==> src/rtl/bpfa_pkg.sv <==
// ----------------------------------------------------------------------------
// bpfa_pkg: shared types and constants of the bitmap page-frame allocator
// Sizes of the used-page map, request and response item layouts, status
// codes and the controller/datapath command and status bundles.
// ----------------------------------------------------------------------------
package bpfa_pkg;

   // map geometry
   localparam int MAX_PAGES  = 4096;
   localparam int PAGE_SHIFT = 12;
   localparam int WORD_BITS  = 64;
   localparam int BIT_W      = $clog2(WORD_BITS);
   localparam int MAP_WORDS  = (MAX_PAGES + WORD_BITS - 1) / WORD_BITS;
   localparam int PAGE_IW    = $clog2(MAX_PAGES);
   localparam int WORD_AW    = PAGE_IW - BIT_W;
   localparam int LIMIT_W    = PAGE_IW + 1;
   localparam int SCAN_W     = WORD_AW + 1;

   // field widths
   localparam int COUNT_W    = 13;
   localparam int PADDR_W    = 32;
   localparam int ADDR_W     = 24;
   localparam int IDX_W      = PADDR_W - PAGE_SHIFT;

   localparam logic [COUNT_W-1:0] PAGE_COUNT_RESET = COUNT_W'(4096);

   // request kinds
   localparam logic REQ_ALLOC = 1'b0;
   localparam logic REQ_FREE  = 1'b1;

   typedef enum logic [1:0] {
      ST_DONE  = 2'd0,
      ST_OOM   = 2'd1,
      ST_RANGE = 2'd2
   } status_type;

   typedef struct packed {
      logic               req_type;
      logic [PADDR_W-1:0] frame_addr;
   } req_item_type;

   typedef struct packed {
      status_type        status;
      logic [ADDR_W-1:0] page_addr;
   } rsp_item_type;

   typedef enum logic [2:0] {
      S_IDLE,
      S_ALLOC,
      S_FREE_RD,
      S_FREE_WR
   } fsm_state_type;

   // controller -> datapath
   typedef struct packed {
      logic       load;
      logic       scan_en;
      logic       free_rd;
      logic       alloc_wr;
      logic       free_wr;
      logic       resp_en;
      status_type resp_status;
   } dp_cmd_type;

   // datapath -> controller
   typedef struct packed {
      logic hit;
      logic scan_more;
      logic range_err;
   } dp_stat_type;

endpackage

==> src/rtl/bpfa_ctrl.sv <==
// ----------------------------------------------------------------------------
// bpfa_ctrl: request sequencer of the page-frame allocator
// Steps an allocate through the word scan, a free through read and write
// back, and issues the response.
// ----------------------------------------------------------------------------
module bpfa_ctrl (
   input  logic                  clock,
   input  logic                  reset,
   input  logic                  start,
   input  logic                  req_free,
   input  bpfa_pkg::dp_stat_type stat,
   output bpfa_pkg::dp_cmd_type  cmd,
   output logic                  busy
);
   import bpfa_pkg::*;

   fsm_state_type state_ff, state_in;

   // next state
   always_comb begin
      state_in = state_ff;
      case (state_ff)
         S_IDLE: begin
            if (start) begin
               state_in = (req_free == REQ_FREE) ? S_FREE_RD : S_ALLOC;
            end
         end
         S_ALLOC: begin
            if (stat.hit || !stat.scan_more) begin
               state_in = S_IDLE;
            end
         end
         S_FREE_RD: begin
            state_in = stat.range_err ? S_IDLE : S_FREE_WR;
         end
         S_FREE_WR: begin
            state_in = S_IDLE;
         end
         default: begin
            state_in = S_IDLE;
         end
      endcase
   end

   // outputs
   always_comb begin
      cmd             = '0;
      cmd.resp_status = ST_DONE;
      busy            = 1'b1;
      case (state_ff)
         S_IDLE: begin
            busy     = 1'b0;
            cmd.load = start;
         end
         S_ALLOC: begin
            cmd.scan_en = 1'b1;
            if (stat.hit) begin
               cmd.alloc_wr = 1'b1;
               cmd.resp_en  = 1'b1;
            end else if (!stat.scan_more) begin
               cmd.resp_en     = 1'b1;
               cmd.resp_status = ST_OOM;
            end
         end
         S_FREE_RD: begin
            if (stat.range_err) begin
               cmd.resp_en     = 1'b1;
               cmd.resp_status = ST_RANGE;
            end else begin
               cmd.free_rd = 1'b1;
            end
         end
         S_FREE_WR: begin
            cmd.free_wr = 1'b1;
            cmd.resp_en = 1'b1;
         end
         default: begin
            busy = 1'b1;
         end
      endcase
   end

   always_ff @(posedge clock) begin
      if (reset) begin
         state_ff <= S_IDLE;
      end else begin
         state_ff <= state_in;
      end
   end

`ifndef NO_ASSERTIONS
   // a response always ends the request
   a_resp_ends: assert property (@(posedge clock) disable iff (reset)
      cmd.resp_en |=> (state_ff == S_IDLE))
      else $error("response issued but sequencer did not return to idle");

   // never write the map for both request kinds at once
   a_one_write: assert property (@(posedge clock) disable iff (reset)
      !(cmd.alloc_wr && cmd.free_wr))
      else $error("allocate and free write in the same cycle");
`endif

endmodule

==> config.mk <==
export PLATFORM = sky130hd
export DESIGN_NAME = bpfa_ctrl
export DESIGN_NICKNAME = d
export VERILOG_FILES = /design/src/rtl/bpfa_pkg.sv /design/src/rtl/bpfa_ctrl.sv
export SDC_FILE = /design/constraint.sdc
export NUM_CORES = 1
export LEC_CHECK = 0
export BUFFER_PORTS_ARGS = -buffer_cell sky130_fd_sc_hd__buf_2
export CAP_MARGIN = 20
export CORE_AREA = 2 2 39 41
export DETAILED_ROUTE_END_ITERATION = 10
export DIE_AREA = 0 0 41 43
export PLACE_DENSITY = 0.42
export SETUP_SLACK_MARGIN = 0.15
export SLEW_MARGIN = 20
export SYNTH_ARGS = -nofsm -noshare
export SYNTH_HDL_FRONTEND = slang
export SYNTH_SLANG_ARGS = --single-unit
==> constraint.sdc <==
create_clock -name clock -period 1.52 [get_ports clock]
set_clock_uncertainty 0.2 [all_clocks]
set_input_delay 0.304 -clock clock [delete_from_list [all_inputs] [get_ports clock]]
set_output_delay 0.304 -clock clock [all_outputs]
set_load 0.005 [all_outputs]
# Word level (Yosys, flattened, before mapping)

Cells that the tools add are included.

Register bits: 3
Input port bits: 7
Logic and storage cells: 29

Eq/ne operators: 5
Mux-type cells: 19
Reduce and logical (&&, ||, !) cells: 4

Operator list:

| cell                                                            | number |
|---|---|
| 3-bit 2-to-1 mux                                                | 4 |
| 1-bit 2-to-1 mux                                                | 9 |
| 3-bit case mux with 3 select lines                              | 1 |
| 3-bit by 2-bit == test with 1-bit output, second input constant | 2 |
| 2-bit 2-to-1 mux                                                | 3 |
| 2-bit != test, second input constant                            | 2 |
| 2-bit case mux with 2 select lines                              | 1 |
| 3-bit by 1-bit == test with 1-bit output, second input constant | 1 |
| 3-bit zero test                                                 | 1 |
| 1-bit case mux with 3 select lines                              | 1 |
| 2-bit AND reduction                                             | 1 |
| 1-bit zero test                                                 | 1 |
| 1-bit logical OR                                                | 1 |

# Longest topological paths before layout

Depth in word-level cells: 4
Depth in mapped cells: 5
Gate-level depth less buffers: 5

# Worst setup path before layout

OpenSTA, ideal clock, no wires.

Kind: reg2reg
Start point: reg state_ff[0]
End point: reg state_ff[1]
Library setup time: 0.116 ns
Data arrival time: 1.363 ns
Required time: 1.204 ns
Setup slack: -0.159 ns
Cell stages (with the launch flop): 6
Path buffers: 0
Period minus slack after synthesis: 1.679 ns
Cells stage by stage: dfxtp_1 > inv_1 > ha_1 > and2b_1 > a2111o_1 > and3b_1

Cells in the longest elaborated chain, start to end: 3
Elaborated cells between the ends (all ways): 7

RTL lines:

| element                                                                            | line            | source |
|---|---|---|
| start, declared                                                                    | bpfa_ctrl.sv:17 | `fsm_state_type state_ff, state_in;` |
| start signal, assigned                                                             | bpfa_ctrl.sv:87 | `state_ff <= state_in;` |
| 3-bit by 1-bit == test with 1-bit output / 3-bit zero test (equally long branches) | bpfa_ctrl.sv:22 | `case (state_ff)` |
| 2-bit != test (no line)                                                            | n/a             |  |
| 2-bit AND reduction (no line)                                                      | n/a             |  |

Parallel ways exist; a longest one is shown, timed or not.
A chain may end at the register's enable or synchronous reset.

==> load_flow_metrics.sql <==
INSERT INTO impl_metrics (metric_group, metric, value, unit) VALUES
('synth', 'yosys_warnings', '0', ''),
('setup_path', 'worst_setup_path_end_kind', 'output pin', ''),
('global_route', 'pin_count_of_the_biggest_net_entering_global_routing', '6', ''),
('route', 'detailed_route_wire_length', '734', 'um'),
('sta', 'final_critical_path_setup_slack', '-207', 'ps'),
('setup_path', 'timing.critical_path.max_delay_family', 'flip-flops', ''),
('setup_path', 'setup.worst_path.class', 'reg -> out', ''),
('setup_path', 'critical-path-max-stage-delay', '370', 'ps'),
('route', 'dr.first_iter.drc_count', '4', ''),
('setup_path', 'worst_r2r_startpoint', 'state_ff[0]$_SDFFE_PP0P_', ''),
('layout', 'area_growth', '105', '%'),
('synth', 'post_synth_main_area_contributors', 'sky130_fd_sc_hd__ha_1 (24%), sky130_fd_sc_hd__dfxtp_1 (15%), sky130_fd_sc_hd__and4bb_2 (9.6%)', ''),
('sta', 'fin_setup_tns', '-1020', 'ps'),
('floorplan', 'floorplan.core_area', '0.00138', 'mm^2'),
('global_route', 'antenna_found_initial', '0', ''),
('layout', 'largest_register', 'state_ff', ''),
('sta', 'setup-violations-final', '9', ''),
('global_route', 'grt_util_all_layers', '9.40', '%'),
('sta', 'worst_pin_slew', '174', 'ps'),
('floorplan', 'die_height', '43', 'um'),
('setup_path', 'crit_arrival', '1220', 'ps'),
('global_route', 'gr-usage-met3', '3.14', '%'),
('sta', 'worst_hold_slack', '162', 'ps'),
('global_route', 'grt_pass1_wl', '1120', 'um'),
('layout', 'drive_gt1_share', '77.8', '%'),
('hold_path', 'hp-start', 'reset', ''),
('floorplan', 'fp.dieArea', '0.00176', 'mm^2'),
('global_route', 'first_global_vias', '268', ''),
('setup_path', 'critical_path.startpoint', 'state_ff[1]$_SDFFE_PP0P_', ''),
('route', 'route.vias.total', '299', ''),
('layout', 'largest_register_ffs', '2', ''),
('setup_path', 'critical_path.slowest_cell', 'sky130_fd_sc_hd__dfxtp_4', ''),
('status', 'run_status', 'complete, but fails checks', ''),
('sta', 'timing.max_slew.rel_slack', '88.4', '%'),
('pwr', 'leakage', '0.000263', 'uW'),
('flow_run', 'cap_viol_max_count', '0', ''),
('synth', 'post-synth-top-area-fraction', '24.0', '%'),
('floorplan', 'pin_count', '16', ''),
('global_route', 'globalRouteOverflowTotal', '0', ''),
('sta', 'unrepaired_setup_endpoints_after_global_routing', 'yes', ''),
('cts', 'cts_buffer_depth', '2', ''),
('setup_path', 'crit_path_cell_trace', 'inv_6, ha_4, buf_6, and4bb_2, buf_2', ''),
('route', 'number_of_iterations_in_the_first_detailed_routing_pass', '2', ''),
('synth', 'mappedNetlistArea', '260', 'um^2'),
('cts', 'num_clock_sinks', '2', ''),
('synth', 'synth_seq_area_share', '15.4', '%'),
('global_route', 'grt_busiest_layer', 'met1', ''),
('pwr', 'power_per_cell_area', '1170', 'mW/mm^2'),
('cts', 'cts-root-buf', 'sky130_fd_sc_hd__clkbuf_4', ''),
('cts', 'clkSlewWorstSetupHoldPaths', '30', 'ps'),
('route', 'drt-wirelength-per-cell', '10.5', 'um'),
('global_route', 'met2_usage', '12.8', '%'),
('pwr', 'power', '623', 'uW'),
('place', 'dpl.hpwl', '591', 'um'),
('setup_path', 'worst_ep_required_time', '1020', 'ps'),
('place', 'place.gp.congestion', '0.699', ''),
('synth', 'ys_seq_elements', '2', ''),
('layout', 'fillerInstances', '152', ''),
('layout', 'layout.nets', '68', ''),
('status', 'failed_checks', 'negative setup slack', ''),
('route', 'vias_per_cell', '4.27', ''),
('hold_path', 'hold_class', 'in -> reg', ''),
('setup_path', 'worst-path-max-fanout', '5', ''),
('sta', 'report.final.slew_viol_count', '0', ''),
('floorplan', 'floorplan.initialDensity', '18.8', '%'),
('route', 'final_antenna_net_count', '0', ''),
('synth', 'synth.distinct_cells', '16', ''),
('global_route', 'grt_use_met1', '13.0', '%'),
('synth', 'synth_area_per_cell', '8.68', 'um^2'),
('route', 'post-route-drc-count', '0', ''),
('floorplan', 'floorplan_die_width', '41', 'um');
[path summary, 6_finish.rpt]
check / endpoint / slack, ps / depth (start not counted)
setup / recovery: cmd[0] / -210 / 5
hold / removal: state_ff[0]$_SDFFE_PP0P_ / 160 / 3
setup reg to reg: state_ff[1]$_SDFFE_PP0P_ / -100 / 5
hold reg to reg: state_ff[1]$_SDFFE_PP0P_ / 580 / 4
[cells by family (layout without fill, tap and decap cells)]
family | after synthesis | after routing | share of synthesized area, %
DFF | 2 | 2 | 15.4
adders and majority gates | 5 | 5 | 24.0
buffers and inverters | 4 | 28 | 5.77
AOI/OAI and AO/OA | 5 | 5 | 14.9
and+or+nand+nor | 14 | 14 | 39.9
[report_power, final]
part	switching, uW	internal [uW]
Sequential	30.9	74.1
Combinational	153	251
Clock	27.0	86.8
Total	211	412
[cells in the final DEF (no fill, tap or decap)]
cell type	n
sky130_fd_sc_hd__nor2_4	1
sky130_fd_sc_hd__and4bb_2	2
sky130_fd_sc_hd__and3b_1	1
sky130_fd_sc_hd__buf_4	5
sky130_fd_sc_hd__and3b_2	1
sky130_fd_sc_hd__inv_6	2
sky130_fd_sc_hd__nor2_2	1
sky130_fd_sc_hd__and2_4	3
sky130_fd_sc_hd__nor3b_1	2
sky130_fd_sc_hd__ha_1	1
sky130_fd_sc_hd__inv_2	1
sky130_fd_sc_hd__buf_2	10
sky130_fd_sc_hd__nor3_1	1
sky130_fd_sc_hd__a2111o_1	1
sky130_fd_sc_hd__o21ai_0	2
sky130_fd_sc_hd__ha_2	1
sky130_fd_sc_hd__dfxtp_4	2
sky130_fd_sc_hd__and2b_1	1
sky130_fd_sc_hd__buf_6	6
sky130_fd_sc_hd__o41a_2	1
sky130_fd_sc_hd__nor2b_1	1
sky130_fd_sc_hd__a21oi_1	1
sky130_fd_sc_hd__ha_4	3
sky130_fd_sc_hd__inv_1	1
sky130_fd_sc_hd__clkbuf_4	3
[routing by layer]
layer  share of wire, %  wire length (um)  up-vias
met2                 49               356       10
li1                   -                 -      155
met4                  0                 0        0
met1                 44               324      134
met5                  0                 0        -
met3                7.2                53        0
[what timing repair did]
item                       CTS  global route
setup buffers                0             2
pin swaps                    4             2
gates cloned                 0             0
resized for setup            8             8
setup endpoints to repair   11            11
[worst register-to-register path: stages, from the launching register on]
cell and delay (ps):
sky130_fd_sc_hd__dfxtp_4 380, sky130_fd_sc_hd__inv_6 50, sky130_fd_sc_hd__ha_4 160, sky130_fd_sc_hd__and2b_1 180
sky130_fd_sc_hd__a2111o_1 380, sky130_fd_sc_hd__and3b_1 160
[final cells by class]
cell class | instances | area, um^2 | share of cell area [%]
Sequential cell | 2 | 47.5 | 8.92
Tap cell | 16 | 20.0 | 3.76
Inverter | 4 | 25.0 | 4.69
Multi-Input combinational cell | 24 | 263 | 49.3
Clock buffer | 3 | 22.5 | 4.23
Timing Repair Buffer | 21 | 155 | 29.1
[synthesized netlist by cell type (all sizes together)]
master and n:
and3b 2, dfxtp 2, ha 5, nor3 1, a21oi 1, inv 4
nor2b 1, a2111o 1, nor2 2, nor3b 2, o41a 1, and2b 1
and2 3, and4bb 2, o21ai 2
[per-stage QoR]
stage / worst slack (ps) / std cells / area [um^2] / utilization (%)
3_5_place_dp: -67.1 / 65 / 438 / 31.6
5_1_grt: -277 / 70 / 533 / 38.5
3_3_place_gp: -71.0 / 65 / 438 / 31.6
4_1_cts: -229 / 68 / 485 / 35.1
6_report: -207 / 70 / 533 / 38.5
2_1_floorplan: -45.1 / 30 / 313 / -
(Power assumes the default switching activity.)
